File: src/sv/rs485_pd_pkg.sv
// Shared types, codes and the byte-wide CRC-16/MODBUS update for the
// RS-485 packet deframer. No dependencies.
`timescale 1ns / 1ps

package rs485_pd_pkg;

   // Receive sequencer states
   typedef enum logic [2:0] {
      ST_HUNT,
      ST_HEADER,
      ST_PAYLOAD,
      ST_CRC_LO,
      ST_CRC_HI
   } st_type;

   // Result kinds carried on rsp_tuser
   typedef enum logic [2:0] {
      KIND_PAYLOAD   = 3'd0,
      KIND_GOOD      = 3'd1,
      KIND_BAD_CRC   = 3'd2,
      KIND_NOT_ME    = 3'd3,
      KIND_BAD_CMD   = 3'd4,
      KIND_NO_HANDLR = 3'd5,
      KIND_TOO_LONG  = 3'd6
   } kind_type;

   // Header byte positions after the preamble
   typedef enum logic [2:0] {
      HDR_DEST   = 3'd0,
      HDR_SOURCE = 3'd1,
      HDR_SEQ_HI = 3'd2,
      HDR_SEQ_LO = 3'd3,
      HDR_CMD    = 3'd4,
      HDR_LEN_HI = 3'd5,
      HDR_LEN_LO = 3'd6
   } hdr_type;

   // Configuration register indexes
   localparam logic CSR_OWN_ADDRESS  = 1'b0;
   localparam logic CSR_HANDLER_MASK = 1'b1;

   localparam logic [7:0]  SYNC_BYTE = 8'hA5;
   localparam logic [7:0]  ALL_NODES = 8'hFF;
   localparam logic [15:0] CRC_INIT  = 16'hFFFF;
   localparam logic [15:0] CRC_POLY  = 16'hA001;

   // One byte of reflected CRC-16/MODBUS: eight shift/xor steps
   function automatic logic [15:0] crc16_byte(input logic [15:0] crc,
                                              input logic [7:0]  data);
      logic [15:0] c;
      c = crc ^ {8'h00, data};
      for (int k = 0; k < 8; k++) begin
         if (c[0]) begin
            c = (c >> 1) ^ CRC_POLY;
         end else begin
            c = c >> 1;
         end
      end
      return c;
   endfunction

endpackage

File: src/sv/rs485_packet_deframer_unit.sv
// RS-485 packet deframer: preamble hunt, header capture, drop checks,
// payload streaming and CRC-16/MODBUS verdict. Uses rs485_pd_pkg.
`timescale 1ns / 1ps

// Takes one received byte per beat on req_ and sustains one byte per clock
// while rsp_ is ready: each byte is held in an input register, the whole
// per-byte step (header capture, drop checks, one byte of CRC-16/MODBUS
// through the eight-step xor network) is combinational from that register,
// and any result lands in the registered rsp_ output. While a result waits
// on rsp_tready, the next byte is held in the input register and req_tready
// stays low until the result is taken. The block hunts for PREAMBLE_LEN
// bytes of 0xA5 (a wrong byte restarts the hunt silently), collects
// destination, source, sequence (big-endian), command and length
// (big-endian), then either drops the packet with a status beat (not
// addressed, bad command, no handler, too long, checked in that order) or
// emits one beat per payload byte, and closes with a good or bad-CRC beat
// after the two CRC bytes (low byte first). own_address and handler_mask
// are written on the csr_ port (index 0 and 1); the user must write them
// only while the block is idle, which the block itself does not enforce;
// the drop checks use the values held when the last header byte arrives.
module rs485_packet_deframer_unit #(
   parameter int NUM_COMMANDS = 16,
   parameter int MAX_PAYLOAD  = 256,
   parameter int PREAMBLE_LEN = 8
) (
   input  logic        clock,
   input  logic        reset,
   // receive byte stream
   input  logic        req_tvalid,
   output logic        req_tready,
   input  logic [7:0]  req_tdata,   // [7:0] rx_byte
   // result stream
   output logic        rsp_tvalid,
   input  logic        rsp_tready,
   output logic [63:0] rsp_tdata,   // [7:0] payload_byte, [15:8] source,
                                    // [31:16] sequence_res, [39:32] command,
                                    // [55:40] payload_length, [56] broadcast,
                                    // [63:57] zero
   output logic [2:0]  rsp_tuser,   // [2:0] kind
   // configuration writes
   input  logic        csr_valid,
   output logic        csr_ready,
   input  logic        csr_index,
   input  logic [15:0] csr_data
);
   import rs485_pd_pkg::*;

   localparam int PRE_W = (PREAMBLE_LEN > 1) ? $clog2(PREAMBLE_LEN) : 1;
   localparam int PAY_W = $clog2(MAX_PAYLOAD + 1);
   localparam logic [PRE_W-1:0] PRE_LAST = PRE_W'(PREAMBLE_LEN - 1);

   // configuration
   logic [6:0]  own_address_ff;
   logic [15:0] handler_mask_ff;

   // input register
   logic        in_valid_ff, in_valid_in;
   logic [7:0]  in_byte_ff, in_byte_in;
   logic        advance;

   // sequencer state
   st_type            state_ff, state_in;
   logic [PRE_W-1:0]  pre_cnt_ff, pre_cnt_in;
   hdr_type           hdr_cnt_ff, hdr_cnt_in;
   logic [PAY_W-1:0]  pay_cnt_ff, pay_cnt_in;
   logic [15:0]       crc_ff, crc_in;

   // header and CRC capture
   logic [7:0]  dest_ff, dest_in;
   logic [7:0]  source_ff, source_in;
   logic [15:0] seq_ff, seq_in;
   logic [7:0]  cmd_ff, cmd_in;
   logic [15:0] len_ff, len_in;
   logic [7:0]  crc_first_ff, crc_first_in;

   // per-byte decisions
   logic [15:0] crc_byte;
   kind_type    check_kind;
   logic        pay_last;
   logic        emit;
   kind_type    emit_kind;
   logic [7:0]  emit_byte;

   // result register
   logic        rsp_valid_ff, rsp_valid_in;
   kind_type    rsp_kind_ff, rsp_kind_in;
   logic [7:0]  rsp_byte_ff, rsp_byte_in;
   logic [7:0]  rsp_source_ff, rsp_source_in;
   logic [15:0] rsp_seq_ff, rsp_seq_in;
   logic [7:0]  rsp_cmd_ff, rsp_cmd_in;
   logic [15:0] rsp_len_ff, rsp_len_in;
   logic        rsp_bcast_ff, rsp_bcast_in;

   // configuration port: always ready
   assign csr_ready = 1'b1;

   always_ff @(posedge clock) begin
      if (reset) begin
         own_address_ff  <= '0;
         handler_mask_ff <= '0;
      end else if (csr_valid) begin
         case (csr_index)
            CSR_OWN_ADDRESS:  own_address_ff  <= csr_data[6:0];
            CSR_HANDLER_MASK: handler_mask_ff <= csr_data;
            default:          ;
         endcase
      end
   end

   // input register handshake: step a byte when the result slot is free
   assign advance    = in_valid_ff && (!rsp_valid_ff || rsp_tready);
   assign req_tready = !in_valid_ff || advance;

   always_comb begin
      in_valid_in = in_valid_ff;
      in_byte_in  = in_byte_ff;
      if (req_tvalid && req_tready) begin
         in_valid_in = 1'b1;
         in_byte_in  = req_tdata;
      end else if (advance) begin
         in_valid_in = 1'b0;
      end
   end

   assign crc_byte = crc16_byte(crc_ff, in_byte_ff);
   assign pay_last = ({{(17 - PAY_W){1'b0}}, pay_cnt_ff} + 17'd1) == {1'b0, len_ff};

   // header field capture
   always_comb begin
      dest_in      = dest_ff;
      source_in    = source_ff;
      seq_in       = seq_ff;
      cmd_in       = cmd_ff;
      len_in       = len_ff;
      crc_first_in = crc_first_ff;
      if (advance) begin
         if (state_ff == ST_HEADER) begin
            case (hdr_cnt_ff)
               HDR_DEST:   dest_in      = in_byte_ff;
               HDR_SOURCE: source_in    = in_byte_ff;
               HDR_SEQ_HI: seq_in[15:8] = in_byte_ff;
               HDR_SEQ_LO: seq_in[7:0]  = in_byte_ff;
               HDR_CMD:    cmd_in       = in_byte_ff;
               HDR_LEN_HI: len_in[15:8] = in_byte_ff;
               HDR_LEN_LO: len_in[7:0]  = in_byte_ff;
               default:    ;
            endcase
         end else if (state_ff == ST_CRC_LO) begin
            crc_first_in = in_byte_ff;
         end
      end
   end

   // drop checks on the completed header, in priority order
   always_comb begin
      check_kind = KIND_GOOD;
      if (dest_ff != {1'b0, own_address_ff} && dest_ff != ALL_NODES) begin
         check_kind = KIND_NOT_ME;
      end else if ({1'b0, cmd_ff} >= 9'(NUM_COMMANDS)) begin
         check_kind = KIND_BAD_CMD;
      end else if (!handler_mask_ff[cmd_ff[3:0]]) begin
         check_kind = KIND_NO_HANDLR;
      end else if ({1'b0, len_in} > 17'(MAX_PAYLOAD)) begin
         check_kind = KIND_TOO_LONG;
      end
   end

   // next state, counters and running CRC
   always_comb begin
      state_in   = state_ff;
      pre_cnt_in = pre_cnt_ff;
      hdr_cnt_in = hdr_cnt_ff;
      pay_cnt_in = pay_cnt_ff;
      crc_in     = crc_ff;
      if (advance) begin
         case (state_ff)
            ST_HUNT: begin
               crc_in = CRC_INIT;
               if (in_byte_ff != SYNC_BYTE) begin
                  pre_cnt_in = '0;
               end else if (pre_cnt_ff == PRE_LAST) begin
                  pre_cnt_in = '0;
                  hdr_cnt_in = HDR_DEST;
                  state_in   = ST_HEADER;
               end else begin
                  pre_cnt_in = pre_cnt_ff + PRE_W'(1);
               end
            end
            ST_HEADER: begin
               crc_in = crc_byte;
               if (hdr_cnt_ff == HDR_LEN_LO) begin
                  pay_cnt_in = '0;
                  if (check_kind != KIND_GOOD) begin
                     crc_in   = CRC_INIT;
                     state_in = ST_HUNT;
                  end else if (len_in == 16'd0) begin
                     state_in = ST_CRC_LO;
                  end else begin
                     state_in = ST_PAYLOAD;
                  end
               end else begin
                  hdr_cnt_in = hdr_type'(hdr_cnt_ff + 3'd1);
               end
            end
            ST_PAYLOAD: begin
               crc_in     = crc_byte;
               pay_cnt_in = pay_cnt_ff + PAY_W'(1);
               if (pay_last) begin
                  state_in = ST_CRC_LO;
               end
            end
            ST_CRC_LO: begin
               state_in = ST_CRC_HI;
            end
            ST_CRC_HI: begin
               crc_in   = CRC_INIT;
               state_in = ST_HUNT;
            end
            default: begin
               crc_in   = CRC_INIT;
               state_in = ST_HUNT;
            end
         endcase
      end
   end

   // result decision for the byte in the input register
   always_comb begin
      emit      = 1'b0;
      emit_kind = KIND_PAYLOAD;
      emit_byte = 8'h00;
      case (state_ff)
         ST_HEADER: begin
            if (hdr_cnt_ff == HDR_LEN_LO && check_kind != KIND_GOOD) begin
               emit      = 1'b1;
               emit_kind = check_kind;
            end
         end
         ST_PAYLOAD: begin
            emit      = 1'b1;
            emit_kind = KIND_PAYLOAD;
            emit_byte = in_byte_ff;
         end
         ST_CRC_HI: begin
            emit = 1'b1;
            if (crc_first_ff == crc_ff[7:0] && in_byte_ff == crc_ff[15:8]) begin
               emit_kind = KIND_GOOD;
            end else begin
               emit_kind = KIND_BAD_CRC;
            end
         end
         default: begin
            emit = 1'b0;
         end
      endcase
   end

   // result register
   always_comb begin
      rsp_valid_in  = rsp_valid_ff;
      rsp_kind_in   = rsp_kind_ff;
      rsp_byte_in   = rsp_byte_ff;
      rsp_source_in = rsp_source_ff;
      rsp_seq_in    = rsp_seq_ff;
      rsp_cmd_in    = rsp_cmd_ff;
      rsp_len_in    = rsp_len_ff;
      rsp_bcast_in  = rsp_bcast_ff;
      if (advance) begin
         rsp_valid_in = emit;
         if (emit) begin
            rsp_kind_in   = emit_kind;
            rsp_byte_in   = emit_byte;
            rsp_source_in = source_in;
            rsp_seq_in    = seq_in;
            rsp_cmd_in    = cmd_in;
            rsp_len_in    = len_in;
            rsp_bcast_in  = (dest_in == ALL_NODES);
         end
      end else if (rsp_tready) begin
         rsp_valid_in = 1'b0;
      end
   end

   // control registers
   always_ff @(posedge clock) begin
      if (reset) begin
         in_valid_ff  <= 1'b0;
         rsp_valid_ff <= 1'b0;
         state_ff     <= ST_HUNT;
         pre_cnt_ff   <= '0;
         hdr_cnt_ff   <= HDR_DEST;
         pay_cnt_ff   <= '0;
         crc_ff       <= CRC_INIT;
      end else begin
         in_valid_ff  <= in_valid_in;
         rsp_valid_ff <= rsp_valid_in;
         state_ff     <= state_in;
         pre_cnt_ff   <= pre_cnt_in;
         hdr_cnt_ff   <= hdr_cnt_in;
         pay_cnt_ff   <= pay_cnt_in;
         crc_ff       <= crc_in;
      end
   end

   // data registers
   always_ff @(posedge clock) begin
      in_byte_ff    <= in_byte_in;
      dest_ff       <= dest_in;
      source_ff     <= source_in;
      seq_ff        <= seq_in;
      cmd_ff        <= cmd_in;
      len_ff        <= len_in;
      crc_first_ff  <= crc_first_in;
      rsp_kind_ff   <= rsp_kind_in;
      rsp_byte_ff   <= rsp_byte_in;
      rsp_source_ff <= rsp_source_in;
      rsp_seq_ff    <= rsp_seq_in;
      rsp_cmd_ff    <= rsp_cmd_in;
      rsp_len_ff    <= rsp_len_in;
      rsp_bcast_ff  <= rsp_bcast_in;
   end

   // ports
   assign rsp_tvalid = rsp_valid_ff;
   assign rsp_tuser  = rsp_kind_ff;
   assign rsp_tdata  = {7'd0, rsp_bcast_ff, rsp_len_ff, rsp_cmd_ff, rsp_seq_ff,
                        rsp_source_ff, rsp_byte_ff};

   // a preamble byte never produces a beat
   a_hunt_silent: assert property (@(posedge clock) disable iff (reset)
      (advance && state_ff == ST_HUNT) |=> !rsp_valid_ff)
      else $error("result produced during preamble hunt");

   // payload streaming only for lengths that passed the size check
   a_len_bound: assert property (@(posedge clock) disable iff (reset)
      (state_ff == ST_PAYLOAD) |->
         ({1'b0, len_ff} <= 17'(MAX_PAYLOAD) && {{(17 - PAY_W){1'b0}}, pay_cnt_ff}
          < {1'b0, len_ff}))
      else $error("payload counter beyond length");

   // a verdict closes the frame and restarts the CRC
   a_verdict_restart: assert property (@(posedge clock) disable iff (reset)
      (advance && state_ff == ST_CRC_HI) |=>
         (state_ff == ST_HUNT && crc_ff == CRC_INIT && rsp_valid_ff))
      else $error("frame not closed after CRC bytes");

   // a payload beat carries a payload kind only out of the payload state
   a_payload_kind: assert property (@(posedge clock) disable iff (reset)
      (advance && state_ff == ST_PAYLOAD) |=> (rsp_kind_ff == KIND_PAYLOAD))
      else $error("payload byte with wrong kind");

endmodule
File: config.mk
export PLATFORM = sky130hd
export DESIGN_NAME = rs485_packet_deframer_unit
export DESIGN_NICKNAME = d
export VERILOG_FILES = /design/src/sv/rs485_pd_pkg.sv /design/src/sv/rs485_packet_deframer_unit.sv
export SDC_FILE = /design/constraint.sdc
export NUM_CORES = 1
export LEC_CHECK = 0
export BUFFER_PORTS_ARGS = -buffer_cell sky130_fd_sc_hd__clkbuf_2
export CAP_MARGIN = 20
export CORE_ASPECT_RATIO = 1.25
export CORE_MARGIN = 2
export CORE_UTILIZATION = 45
export DETAILED_ROUTE_END_ITERATION = 6
export PLACE_DENSITY_LB_ADDON = 0.15
export SLEW_MARGIN = 20
export SYNTH_ARGS = -nofsm -noshare
export SYNTH_HDL_FRONTEND = slang
export SYNTH_SLANG_ARGS = --single-unit
File: constraint.sdc
create_clock -name clock -period 4.7 [get_ports clock]
set_input_delay 0.705 -clock clock [delete_from_list [all_inputs] [get_ports clock]]
set_output_delay 0.705 -clock clock [all_outputs]
set_load 0.1 [all_outputs]
# After elaboration in Yosys (flattened, before gate mapping)
# Cells that the tools add are included.
# W data, S select, Z words.
# word_totals
regBits	191
# classes
n_addsub	4
n_lt_le_gt_ge	3
n_eq_ne	24
mux	58
n_bitwise	12
reduce_logical	26
# ops
op	count
$mux W16	14
$mux W8	13
$pmux W16 S3	1
$mux W3	14
$not A2 Y3	8
$pmux W9 S2	1
$eq A10 B16 Y1	1
$eq A8 B8 Y1	2
$gt A16 B9 Y1 const B	1
$logic_not A16 Y1	1
$ne A8 B8 Y1 const B	2
$xor A16 B8 Y16	1
$eq A3 B3 Y1 const B	5
$eq A3 B2 Y1 const B	4
$pmux W3 S2	2
$pmux W3 S4	1
$add A9 B1 Y10 const B	1
$reduce_and A2 Y1	5
$reduce_and A5 Y1	2
$add A9 B1 Y9 const B	1
$mux W9	1
$eq A8 B8 Y1 const B	1
$ge A8 B5 Y1 const B	1
$ne A2 B2 Y1 const B	4
18 further kinds	40

# Depth between registers and ports, before layout
# Gate-level depths: netlist of the first run.
# depth
word_depth	20
ltp_mapped	11
ltp_nobuf	9

# Least setup slack after synthesis of the first run
# No wires, ideal clock.
# synth_path
path_kind	reg-to-reg
start	reg rsp_valid_ff (netlist: rsp_tvalid)
end	reg rsp_bcast_ff, enable pin
setup_time_ps	479
arrival_time_ps	4655
required_time_ps	4221
setup_slack_ps	-434
path_stages_with_launch	9
path_buffers	1
cell_sequence	dfxtp_1 > nor2b_1 > or4b_4 > buf_6 > mux2i_4 > a2111oi_4 > nor2_1 > nor2_1 > nor2_1
# synth_between
elab_chain_cells	14
# synth_lines
item	line	text
start, declared	rs485_packet_deframer_unit.sv:85	logic rsp_valid_ff, rsp_valid_in;
start signal, assigned	rs485_packet_deframer_unit.sv:296	rsp_valid_ff <= rsp_valid_in;
$logic_not A1 Y1 (*)	rs485_packet_deframer_unit.sv:111	assign advance = in_valid_ff && (!rsp_valid_ff || rsp_tready);
$logic_or A1 B1 Y1 (*)	rs485_packet_deframer_unit.sv:111	
$logic_and A1 B1 Y1 (*)	rs485_packet_deframer_unit.sv:111	
$mux W16	rs485_packet_deframer_unit.sv:136	if (advance) begin
$gt A16 B9 Y1	rs485_packet_deframer_unit.sv:163	end else if ({1'b0, len_in} > 17'(MAX_PAYLOAD)) begin
$mux W3	rs485_packet_deframer_unit.sv:163	
$mux W3	rs485_packet_deframer_unit.sv:161	end else if (!handler_mask_ff[cmd_ff[3:0]]) begin
$mux W3	rs485_packet_deframer_unit.sv:159	end else if ({1'b0, cmd_ff} >= 9'(NUM_COMMANDS)) begin
$mux W3	rs485_packet_deframer_unit.sv:157	if (dest_ff != {1'b0, own_address_ff} && dest_ff != ALL_NODES) begin
$ne A3 B1 Y1	rs485_packet_deframer_unit.sv:234	if (hdr_cnt_ff == HDR_LEN_LO && check_kind != KIND_GOOD) begin
$logic_and A1 B1 Y1	rs485_packet_deframer_unit.sv:234	
$mux W1	rs485_packet_deframer_unit.sv:234	
$pmux W1 S2	rs485_packet_deframer_unit.sv:232	case (state_ff)
$reduce_and A2 Y1 (no source line) (*)	-	
end signal, assigned	rs485_packet_deframer_unit.sv:320	rsp_bcast_ff <= rsp_bcast_in;
end, declared	rs485_packet_deframer_unit.sv:92	logic rsp_bcast_ff, rsp_bcast_in;
# Every way passes the cells marked *; elsewhere a longest branch is shown, timed or not.
# A chain may end at the register's enable or synchronous reset.

# Worst setup path in the final report of the first run
# layout_path
start	reg state_ff[1]
end	reg rsp_kind_ff[1] (netlist: rsp_tuser[1]), enable pin
# layout_between
elab_chain_cells	13
# layout_lines
item	line	text
start, declared	rs485_packet_deframer_unit.sv:62	st_type state_ff, state_in;
start signal, assigned	rs485_packet_deframer_unit.sv:297	state_ff <= state_in;
$eq A3 B1 Y1	rs485_packet_deframer_unit.sv:137, rs485_packet_deframer_unit.sv:232	
$mux W16	rs485_packet_deframer_unit.sv:137	if (state_ff == ST_HEADER) begin
$mux W16	rs485_packet_deframer_unit.sv:136	
$gt A16 B9 Y1	rs485_packet_deframer_unit.sv:163	
$mux W3	rs485_packet_deframer_unit.sv:163	
$mux W3	rs485_packet_deframer_unit.sv:161	
$mux W3	rs485_packet_deframer_unit.sv:159	
$mux W3	rs485_packet_deframer_unit.sv:157	
$ne A3 B1 Y1	rs485_packet_deframer_unit.sv:234	
$logic_and A1 B1 Y1	rs485_packet_deframer_unit.sv:234	
$mux W1	rs485_packet_deframer_unit.sv:234	
$pmux W1 S2 (*)	rs485_packet_deframer_unit.sv:232	
$reduce_and A2 Y1 (no source line) (*)	-	
end signal, assigned	rs485_packet_deframer_unit.sv:314	rsp_kind_ff <= rsp_kind_in;
end, declared	rs485_packet_deframer_unit.sv:86	kind_type rsp_kind_ff, rsp_kind_in;
# Marks and branches as above.

==> metrics.md, run 1 <==
| Metric | Value |
|---|---|
| Hold path start | req_tdata[7] |
| Commonest cells after routing, fill and taps aside | dfxtp_1 (115), clkbuf_2 (91), edfxtp_1 (76) |
| Finish-stage setup viols | 0 |
| Min-Delay Path Class | in -> reg |
| Crit Path Class | reg -> reg |
| Final hold vios | 0 |
| CTS Buf Count | 17 |
| Post-CTS Setup Repair Bufs | 0 |
| Routed Antenna Nets | 0 |
| Die width | roughly 120 µm |
| Relative slew slack | 46.7% |
| FILL cells | around 1,500 |
| Crit path arrival time | about 3.6 ns |
| Hold depth | 1 |
| Reg2Reg Capture Point | rsp_tuser[1] |
| Syn Std Cell Area | approximately 0.0078 mm² |
| Row count | 53 |
| Max-Cap Viols | 0 |
| EDFF count, synth | 76 |
| Setup TNS | 0 ns |
| Die area | between 0.015 and 0.02 mm² |
| H-tree depth | 4 |
| Tcrit/Tclk final | about three quarters |
| Port Buf Inserts | a little over 90 |
| Syn_area_per_cell | approximately 12 µm² |
| Ys flop type | dfxtp_1 |
| Pwr dens | ~370 mW/mm² |
| Unrepaired setup endpoints after global routing | no |
| Via count | 5,071 |
| Sequential share of power | a little over half |
| Net Sw Frac | between 20% and 30% |
| Sequential Area | 0.00458 mm² |
| Synth area leaders | dfxtp_1 (30%), edfxtp_1 (29%), mux2_2 (8.1%) |
| Ys async rst share | 0% |
| Avg WL per Cell | between 15 and 20 µm |
| Post-DP HPWL | 11,500 µm |
| Worst-Margin Slew | 0.797 ns |
| Clock group share of total power | 42.5% |
| Comb power frac | 5.1% |
| Hold EP | in_byte_ff[7] |
| Register area share after synthesis | between 50% and 60% |
| Total clock sinks | about 190 |
| Netlist cell types | just over 50 |
| NetSw | 773 µW |
| Via/cell ratio | ~5.2 |
| First-pass GRT wire length | around 26,000 µm |
| Critical Path Fanout Max | 24 |
| Routability cong. | ~0.86 |
| Yosys top cell by area | dfxtp_1 |
| Die Y-Extent | 151 µm |
| Reg-to-reg critical path startpoint | state_ff[1] |
| P_leak | between 3 and 4 nW |
| Root Driver | clkbuf_16 |
| Vias in the first global route | 4,979 |
| Minimum clock period | about 3.5 ns |
| Largest net degree at the start of global routing | 61 |
| Hold_buf cts | 0 |
| Final nets | roughly 780 |
| Bufs on Longest Clock Path | 2 |
| Most common cell after layout, fill and taps aside | dfxtp_1 |
| Initial Util | 46.0% |
| GRT Total Usage | approximately a fifth |
| Fin. max-slew vios | 0 |
| P_int | 2.55 mW |
| Reg2Reg Setup Slack | between 1 and 1.5 ns |
| Clk_skew | between 0.009 and 0.01 ns |
| Diode count | 0 |
| VDD IR max | ~200 µV |
| Antenna violations before repair | 0 |
| Critical path startpoint | state_ff[1] |
| WP data required | ~4.9 ns |
| Total grt overflow | 0 |
| Pre-antenna DRT Iters | 4 |
| Yosys top cell area share | between 20% and 30% |
| Final critical-path setup slack | about 1.2 ns |
| Worst setup EP type | flop |
| Post-synthesis cell count | 651 |
| DRT iter0 DRCs | 325 |
| Later-pin clock latency in the skew report | 0.43 ns |
| Area growth syn-to-layout | 16.1% |
| Core ar. | approximately 0.017 mm² |
| Multi-input gate area | 0.00299 mm² |
| F_max | just under 0.3 GHz |
| Residual DRC | 0 |
| Post-CTS sizing | 0 |
| Total detailed-routing wirelength | 16,500 µm |
| Reg clk slew, reported paths | about 0.070 ns |
| # IOs | 100 |
| Status | finished clean |
| CTS tree | built |
| Dpl ws | between 1 and 1.5 ns |
| Worst-case reg-to-reg path depth | 8 |
| Share of layout cells above drive strength 1 | between 20% and 30% |
| Startpoint types | flop |
| Yosys synthesis warning count | 0 |
| Seq cells post-synth | 191 |
==> cell families after synthesis <==
kind of cell	synth area share, %
AO/OA/AOI/OAI	6.78
XOR/XNOR	6.73
adder cells (fa/ha/maj)	1.29
buffers and inverters	2.73
flip-flops	59.1
multiplexers	10.4
other	0.0969
AND/OR/NAND/NOR	12.8
==> worst max-delay path by stage <==
stage,to,slack (ns),depth (start not counted)
2_1_floorplan,rsp_bcast_ff,0.59,8
3_3_place_gp,rsp_cmd_ff[5],1.32,8
3_5_place_dp,rsp_cmd_ff[6],1.28,8
4_1_cts,rsp_tuser[1],1.25,8
5_1_grt,rsp_tuser[2],1.06,8
6_report,rsp_tuser[1],1.24,8
==> flip-flops by register name, summed over array words and instances (netlist names) <==
register and flops:
rsp_source_ff 8, rsp_bcast_ff 1, own_address_ff 7, seq_ff 16
rsp_byte_ff 8, len_ff 16, in_valid_ff 1, pay_cnt_ff 9
state_ff 3, hdr_cnt_ff 3, cmd_ff 8, pre_cnt_ff 3
rsp_tuser 3, source_ff 8, crc_ff 16, rsp_tvalid 1
dest_ff 8, crc_first_ff 8, in_byte_ff 8, rsp_seq_ff 16
rsp_cmd_ff 8, rsp_len_ff 16, handler_mask_ff 16
==> critical path, stage by stage, from the launching register on <==
cell	delay (ns)
dfxtp_1	0.49
or3b_1	0.58
or4b_4	0.67
mux2i_4	0.25
a2111oi_4	0.49
nor2_1	0.11
nor2_1	0.20
nor2_4	0.11
buf_4	0.27
==> synth_stat cells, types with 2 or more instances <==
cell type,count
o21ai_0,7
mux4_2,5
a22oi_1,2
dfxtp_1,115
edfxtp_1,76
buf_6,2
o21ai_1,2
ha_1,8
o22ai_1,16
mux2_2,56
nand2b_1,20
and2_1,4
nor3_1,7
buf_4,9
a21oi_1,43
nand3_1,7
or4_1,8
buf_2,4
nand3b_1,2
xor2_1,32
mux2i_1,4
nor2_1,39
a21o_1,6
nor2b_1,5
xnor2_1,25
and3_1,9
inv_1,5
nand2_1,69
nor4_1,12
conb_1,2
nand4_1,10
clkbuf_1,21
==> area by class of cell <==
class                      count  area share (%)
sequential                   191            50.9
clock buffer                  18            4.88
timing repair buffer         102            6.12
inverter                       5           0.208
tap                          220            3.06
multi-input combinational    424            33.2
clock inverter                14            1.64
==> metal layers <==
metal,up-vias,GRT usage (%),wire length (µm),part of all wire (%)
met2,122,31.4,8280,50
met1,2440,23.7,7230,44
met3,22,4.13,678,4.1
met5,-,0,0,0
met4,0,7.07,278,1.7
li1,2487,-,-,-
==> power groups by stage <==
stage               combinational (mW)  clock (mW)  sequential [mW]
floorplan                        0.129           0             1.78
global placement                 0.169           0             1.78
detailed placement               0.170           0             1.78
CTS                              0.171        1.45             1.74
global route                     0.183        1.52             1.74
finish                           0.170        1.41             1.74
==> metrics by stage <==
step           util, %  cell area (µm²)  hold WS (ns)  std cells  power, mW
4_1_cts           53.4             9000         0.434        974       3.36
5_1_grt           53.4             9000         0.427        974       3.45
3_5_place_dp      50.0             8420         0.453        942       1.95
3_3_place_gp      50.0             8420         0.445        942       1.95
2_1_floorplan        -             7780         0.433        657       1.90
6_report          53.4             9000         0.454        974       3.33
Note: power is estimated with default switching activity, not from simulation.
==> run 2: changes to the inputs <==
==> constraint.sdc (replaced) <==
create_clock -name clock -period 2.8 [get_ports clock]
set_input_delay 0.42 -clock clock [delete_from_list [all_inputs] [get_ports clock]]
set_output_delay 0.42 -clock clock [all_outputs]
set_load 0.1 [all_outputs]
==> run 2 against run 1 <==
  * Clock power up 78%
  * Final area increased by 2.0%
  * Worst setup slack got worse by 1.1 ns
  * Maximum frequency grew 30%
  * Register-to-register slack got worse by 1.1 ns
  * Cell count grew 1.5%
  * Non-clock buffer count increased by 15
  * Clock skew is 0.0039 ns higher
  * Count of clock-buffer cells in the layout grew 2
  * Total power grew 72%
  * Largest cell class unchanged
==> metrics.md, run 2 (synthesis results as in run 1) <==
| Metric | Value |
|---|---|
| Post-DP HPWL | between 10,000 and 15,000 µm |
| Slowest cell on crit path | mux4_2 |
| Vias in the first global route | 5,030 |
| Reg clk slew, reported paths | 0.06 ns |
| Met2 Usage GRT | between 30% and 40% |
| Pwr dens | between 600 and 700 mW/mm² |
| Status | finished clean |
| Most common cell after layout, fill and taps aside | dfxtp_1 |
| Busiest metal layer after global routing | met2 |
| Antenna violations before repair | 0 |
| Sequential Area | between 0.004 and 0.005 mm² |
| Area growth syn-to-layout | 18.5% |
| Avg WL per Cell | around 17 µm |
| Core ar. | 0.0168 mm² |
| Die width | roughly 120 µm |
| Share of layout cells above drive strength 1 | 28.6% |
| GRT Total Usage | 19.0% |
| Largest stage delay on the critical path | around 0.52 ns |
| Via count | 5,130 |
| CTS tree | built |
| Worst-Margin Slew | approximately 0.62 ns |
| Fin. max-slew vios | 0 |
| Crit Path Class | reg -> reg |
| Via/cell ratio | slightly above 5 |
| Critical Path Fanout Max | 25 |
| CP bufs+invs | 1 |
| Minimum clock period | around 2.7 ns |
| Max-Cap Viols | 0 |
| Relative slew slack | between 50% and 60% |
| Clk_skew | approximately 0.013 ns |
| Dominant delay contributor by cell family on the critical path | multiplexers |
| Crit-path cells | mux4_2 -> mux4_2 -> nand2_1 -> a2111oi_4 -> nor2_2 -> nor2_2 -> nor2_4 -> buf_12 |
| Total chip power | ~5.7 mW |
| Bufs on Longest Clock Path | 2 |
| Total detailed-routing wirelength | about 17,000 µm |
| Tcrit/Tclk final | a little over nine tenths |
| Pre-antenna DRT Iters | 5 |
| F_max | 0.377 GHz |
| Die Y-Extent | 151 µm |
| Worst setup EP type | flop |
| Routed Antenna Nets | 0 |
| Row count | 53 |
| Largest net degree at the start of global routing | 60 |
| Residual DRC | 0 |
| VDD IR max | between 300 and 400 µV |
| Crit path arrival time | 2.78 ns |
| CTS Buf Count | 17 |
| FILL cells | between 1,000 and 1,500 |
| Root Driver | clkbuf_16 |
| Multi-input gate area | approximately 0.003 mm² |
| Unrepaired setup endpoints after global routing | no |
| WP data required | 2.93 ns |
| Die area | between 0.015 and 0.02 mm² |
| # IOs | 100 |
| H-tree depth | 4 |
| Met3 usage | ~3.6% |
| Initial Util | between 40% and 50% |
| First-pass GRT wire length | around 26,000 µm |
| Hold_buf cts | 0 |
| Commonest cells after routing, fill and taps aside | dfxtp_1 (113), clkbuf_2 (91), edfxtp_1 (76) |
| Post-CTS sizing | 0 |
| Diode count | 0 |
| P_leak | about 3.7 nW |
| Final core utilization | approximately 55% |
| Startpoint types | flop |
| Min-Delay Path Class | in -> reg |
| Finish-stage setup viols | 0 |
| Later-pin clock latency in the skew report | around 0.43 ns |
| Total clock sinks | about 190 |
| Routability cong. | around 0.9 |
| Final nets | a little under 800 |
| Final hold vios | 0 |
| DRT iter0 DRCs | about 360 |
| Port Buf Inserts | 91 |
| Total grt overflow | 0 |
| Post-CTS Setup Repair Bufs | 0 |
| Met1 Usage GRT | 23.8% |
run 2: power breakdown:
part           internal (mW)  switching [mW]  total (mW)
clock                   1.45            1.05        2.51
combinational          0.104           0.193       0.297
sequential              2.90          0.0190        2.92
run 2: worst paths after layout:
path                                          start             endpoint  slack [ns]  cells after the start
worst max-delay path                      cmd_ff[0]         rsp_tuser[2]        0.15                      8
worst min-delay path                   req_tdata[6]        in_byte_ff[6]        0.17                      1
worst max register to register            cmd_ff[0]         rsp_tuser[2]        0.15                      8
worst min register to register  handler_mask_ff[14]  handler_mask_ff[14]        0.46                      2
run 2: metrics by stage:
stage | setup TNS, ns | setup slack, ns | instance area, µm² | std cells | hold WS (ns)
global route | 0 | 0.00250 | 9180 | 989 | 0.152
finish | 0 | 0.150 | 9180 | 989 | 0.172
global placement | 0 | 0.0921 | 8530 | 956 | 0.446
floorplan | -30.38 | -0.506 | 7790 | 657 | 0.433
CTS | 0 | 0.0160 | 9150 | 988 | 0.153
detailed placement | 0 | 0.0415 | 8530 | 956 | 0.449
run 2: layer usage:
layer | up-vias | part of all wire (%)
li1 | 2518 | -
met1 | 2498 | 44
met2 | 99 | 51
met3 | 15 | 3.4
met4 | 0 | 1.7
met5 | - | 0
run 2: cell type report:
class	count	area share, %
Sequential cell	191	49.9
Clock inverter	12	1.87
Inverter	5	0.204
Timing Repair Buffer	117	7.55
Clock buffer	20	4.86
Multi-Input combinational cell	424	32.6
Tap cell	220	3.00
==> run 3: changes to the inputs <==
--- a/config.mk
+++ b/config.mk
@@ -5,12 +5,12 @@
 export SDC_FILE = /design/constraint.sdc
 export NUM_CORES = 1
 export LEC_CHECK = 0
-export BUFFER_PORTS_ARGS = -buffer_cell sky130_fd_sc_hd__clkbuf_2
 export CAP_MARGIN = 20
 export CORE_ASPECT_RATIO = 1.25
 export CORE_MARGIN = 2
-export CORE_UTILIZATION = 45
+export CORE_UTILIZATION = 57
 export DETAILED_ROUTE_END_ITERATION = 6
+export DONT_BUFFER_PORTS = 1
 export PLACE_DENSITY_LB_ADDON = 0.15
 export SLEW_MARGIN = 20
 export SYNTH_ARGS = -nofsm -noshare
==> run 3 against run 2 <==
  * Sequential power is essentially flat
  * First-iteration DRC count shrank 30%
  * Global-route usage grew 4.3 points
  * Hold slack lost 0.12 ns
  * Via count shrank 4.7%
  * Flip-flop and latch count is the same
  * Critical path type unchanged
==> metrics.md, run 3 (synthesis results as in run 1) <==
| Metric | Value |
|---|---|
| First-pass GRT wire length | 25,500 µm |
| Residual DRC | 0 |
| CTS Buf Count | 17 |
| CTS tree | built |
| Worst-case reg-to-reg path depth | 8 |
| Worst hold slack | between 0.04 and 0.05 ns |
| GRT Total Usage | around a quarter |
| Pre-antenna DRT Iters | 5 |
| Routed Antenna Nets | 0 |
| Unrepaired setup endpoints after global routing | yes |
| Critical Path Fanout Max | 11 |
| Tcrit/Tclk final | roughly 95% |
| Pwr dens | 656 mW/mm² |
| Post-CTS Setup Repair Bufs | 0 |
| Worst setup EP type | flop |
| Finish-stage setup viols | 0 |
| Routability cong. | 0.883 |
| Final hold vios | 0 |
| Fin. max-slew vios | 0 |
| Post-place instance area | between 0.008 and 0.009 mm² |
| FILL cells | just over 1,000 |
| Vias in the first global route | 4,923 |
| Core ar. | between 0.01 and 0.015 mm² |
| Status | finished clean |
| Design Area, Final | between 0.008 and 0.009 mm² |
| Die width | between 100 and 150 µm |
| WP data required | between 2 and 3 ns |
| Area growth syn-to-layout | 11.8% |
| Placed instance count | approximately 820 |
| # IOs | 100 |
| Hold path start | reset |
| Initial Util | roughly 60% |
| Final core utilization | ~65% |
| Post-route met1 wirelength | about 6400 µm |
| Bufs on Longest Clock Path | 2 |
| Max-Cap Viols | 0 |
| Met3 Wirelength | 904 µm |
| Reg-to-reg critical path startpoint | cmd_ff[0] |
| P_leak | roughly 3.3 nW |
| Total detailed-routing wirelength | about 16,000 µm |
| Dpl ws | approximately 0.0060 ns |
| Final critical-path setup slack | about 0.15 ns |
| Row count | 47 |
| Setup TNS | 0 ns |
| Total clock sinks | 191 |
| Min-Delay Path Class | in -> reg |
| Via/cell ratio | between 5 and 6 |
| Reg2Reg Setup Slack | around 0.15 ns |
| H-tree depth | 4 |
| Root Driver | clkbuf_16 |
| Most common cell after layout, fill and taps aside | dfxtp_1 |
| Post-DP HPWL | approximately 11,000 µm |
| Avg WL per Cell | 19.0 µm |
| Total grt overflow | 0 |
| Total chip power | 5.68 mW |
| DRT iter0 DRCs | 251 |
| Met2 WL | 8450 µm |
| Commonest cells after routing, fill and taps aside | dfxtp_1 (113), edfxtp_1 (76), nand2_1 (69) |
| VDD IR max | 427 µV |
| Clk_skew | roughly 0.014 ns |
| F_max | roughly 0.38 GHz |
| Minimum clock period | between 2 and 3 ns |
| Die Y-Extent | between 100 and 150 µm |
| Port Buf Inserts | 0 |
| Final nets | 704 |
| Reg clk slew, reported paths | approximately 0.08 ns |
| Crit Path Class | reg -> reg |
| Startpoint types | flop |
| Relative slew slack | between 30% and 40% |
| Non-Filler Instances | 850 |
| Hold EP | handler_mask_ff[5] |
| Largest net degree at the start of global routing | ~60 |
| Crit path arrival time | around 2.8 ns |
| Die area | roughly 0.015 mm² |
| Via count | slightly below 5,000 |
| Reg2Reg Capture Point | rsp_len_ff[10] |
| Worst-Margin Slew | ~0.95 ns |
| Diode count | 0 |
| Highest metal used | met4 |
| Hold depth | 1 |
| Later-pin clock latency in the skew report | between 0.4 and 0.5 ns |
| Share of layout cells above drive strength 1 | between 15 and 20% |
| Antenna violations before repair | 0 |
## run 3: worst max-delay path, stage by stage, from the launching register on
cell	delay, ns
dfxtp_2	0.41
mux4_2	0.52
mux4_2	0.52
nand2_1	0.16
a2111oi_4	0.07
nor2_2	0.15
nor2_2	0.07
nor2_4	0.21
buf_4	0.25
## run 3: where the power goes
part           internal (mW)  switching (mW)
sequential              2.90          0.0196
combinational         0.0885           0.167
clock                   1.31            1.20
total                   4.29            1.39
## run 3: area by class of cell
cell class                 instances  area, µm²  share of cell area (%)
inverter                           5       18.8                   0.217
timing repair buffer              27        215                    2.48
sequential                       191       4590                    52.9
multi-input combinational        424       2990                    34.5
clock buffer                      17        425                    4.91
clock inverter                    15        213                    2.45
tap                              171        214                    2.47
## run 3: what timing repair did
action | in CTS | in global routing
setup endpoints to repair | 51 | 61
pin swaps | 0 | 2
gates resized for setup | 1 | 2
hold buffers | 0 | 0
hold endpoints to repair | 0 | 0
## run 3: how the worst max path moves through the flow
stage | endpoint | from | cells past startpoint | slack [ns]
after detailed placement | rsp_seq_ff[4] | cmd_ff[0] | 8 | 0.006
after global routing | crc_ff[1] | hdr_cnt_ff[0] | 10 | -0.01
after floorplan | rsp_bcast_ff | state_ff[1] | 9 | -0.51
after CTS | rsp_len_ff[10] | state_ff[2] | 8 | 0.05
after global placement | rsp_tuser[0] | cmd_ff[0] | 8 | 0.08
final | rsp_len_ff[10] | cmd_ff[0] | 8 | 0.15
## run 3: metal layers
metal / up-vias / GRT usage [%]
li1: 2335 / -
met1: 2383 / 27.0
met2: 142 / 40.6
met3: 29 / 7.29
met4: 0 / 7.91
met5: - / 0
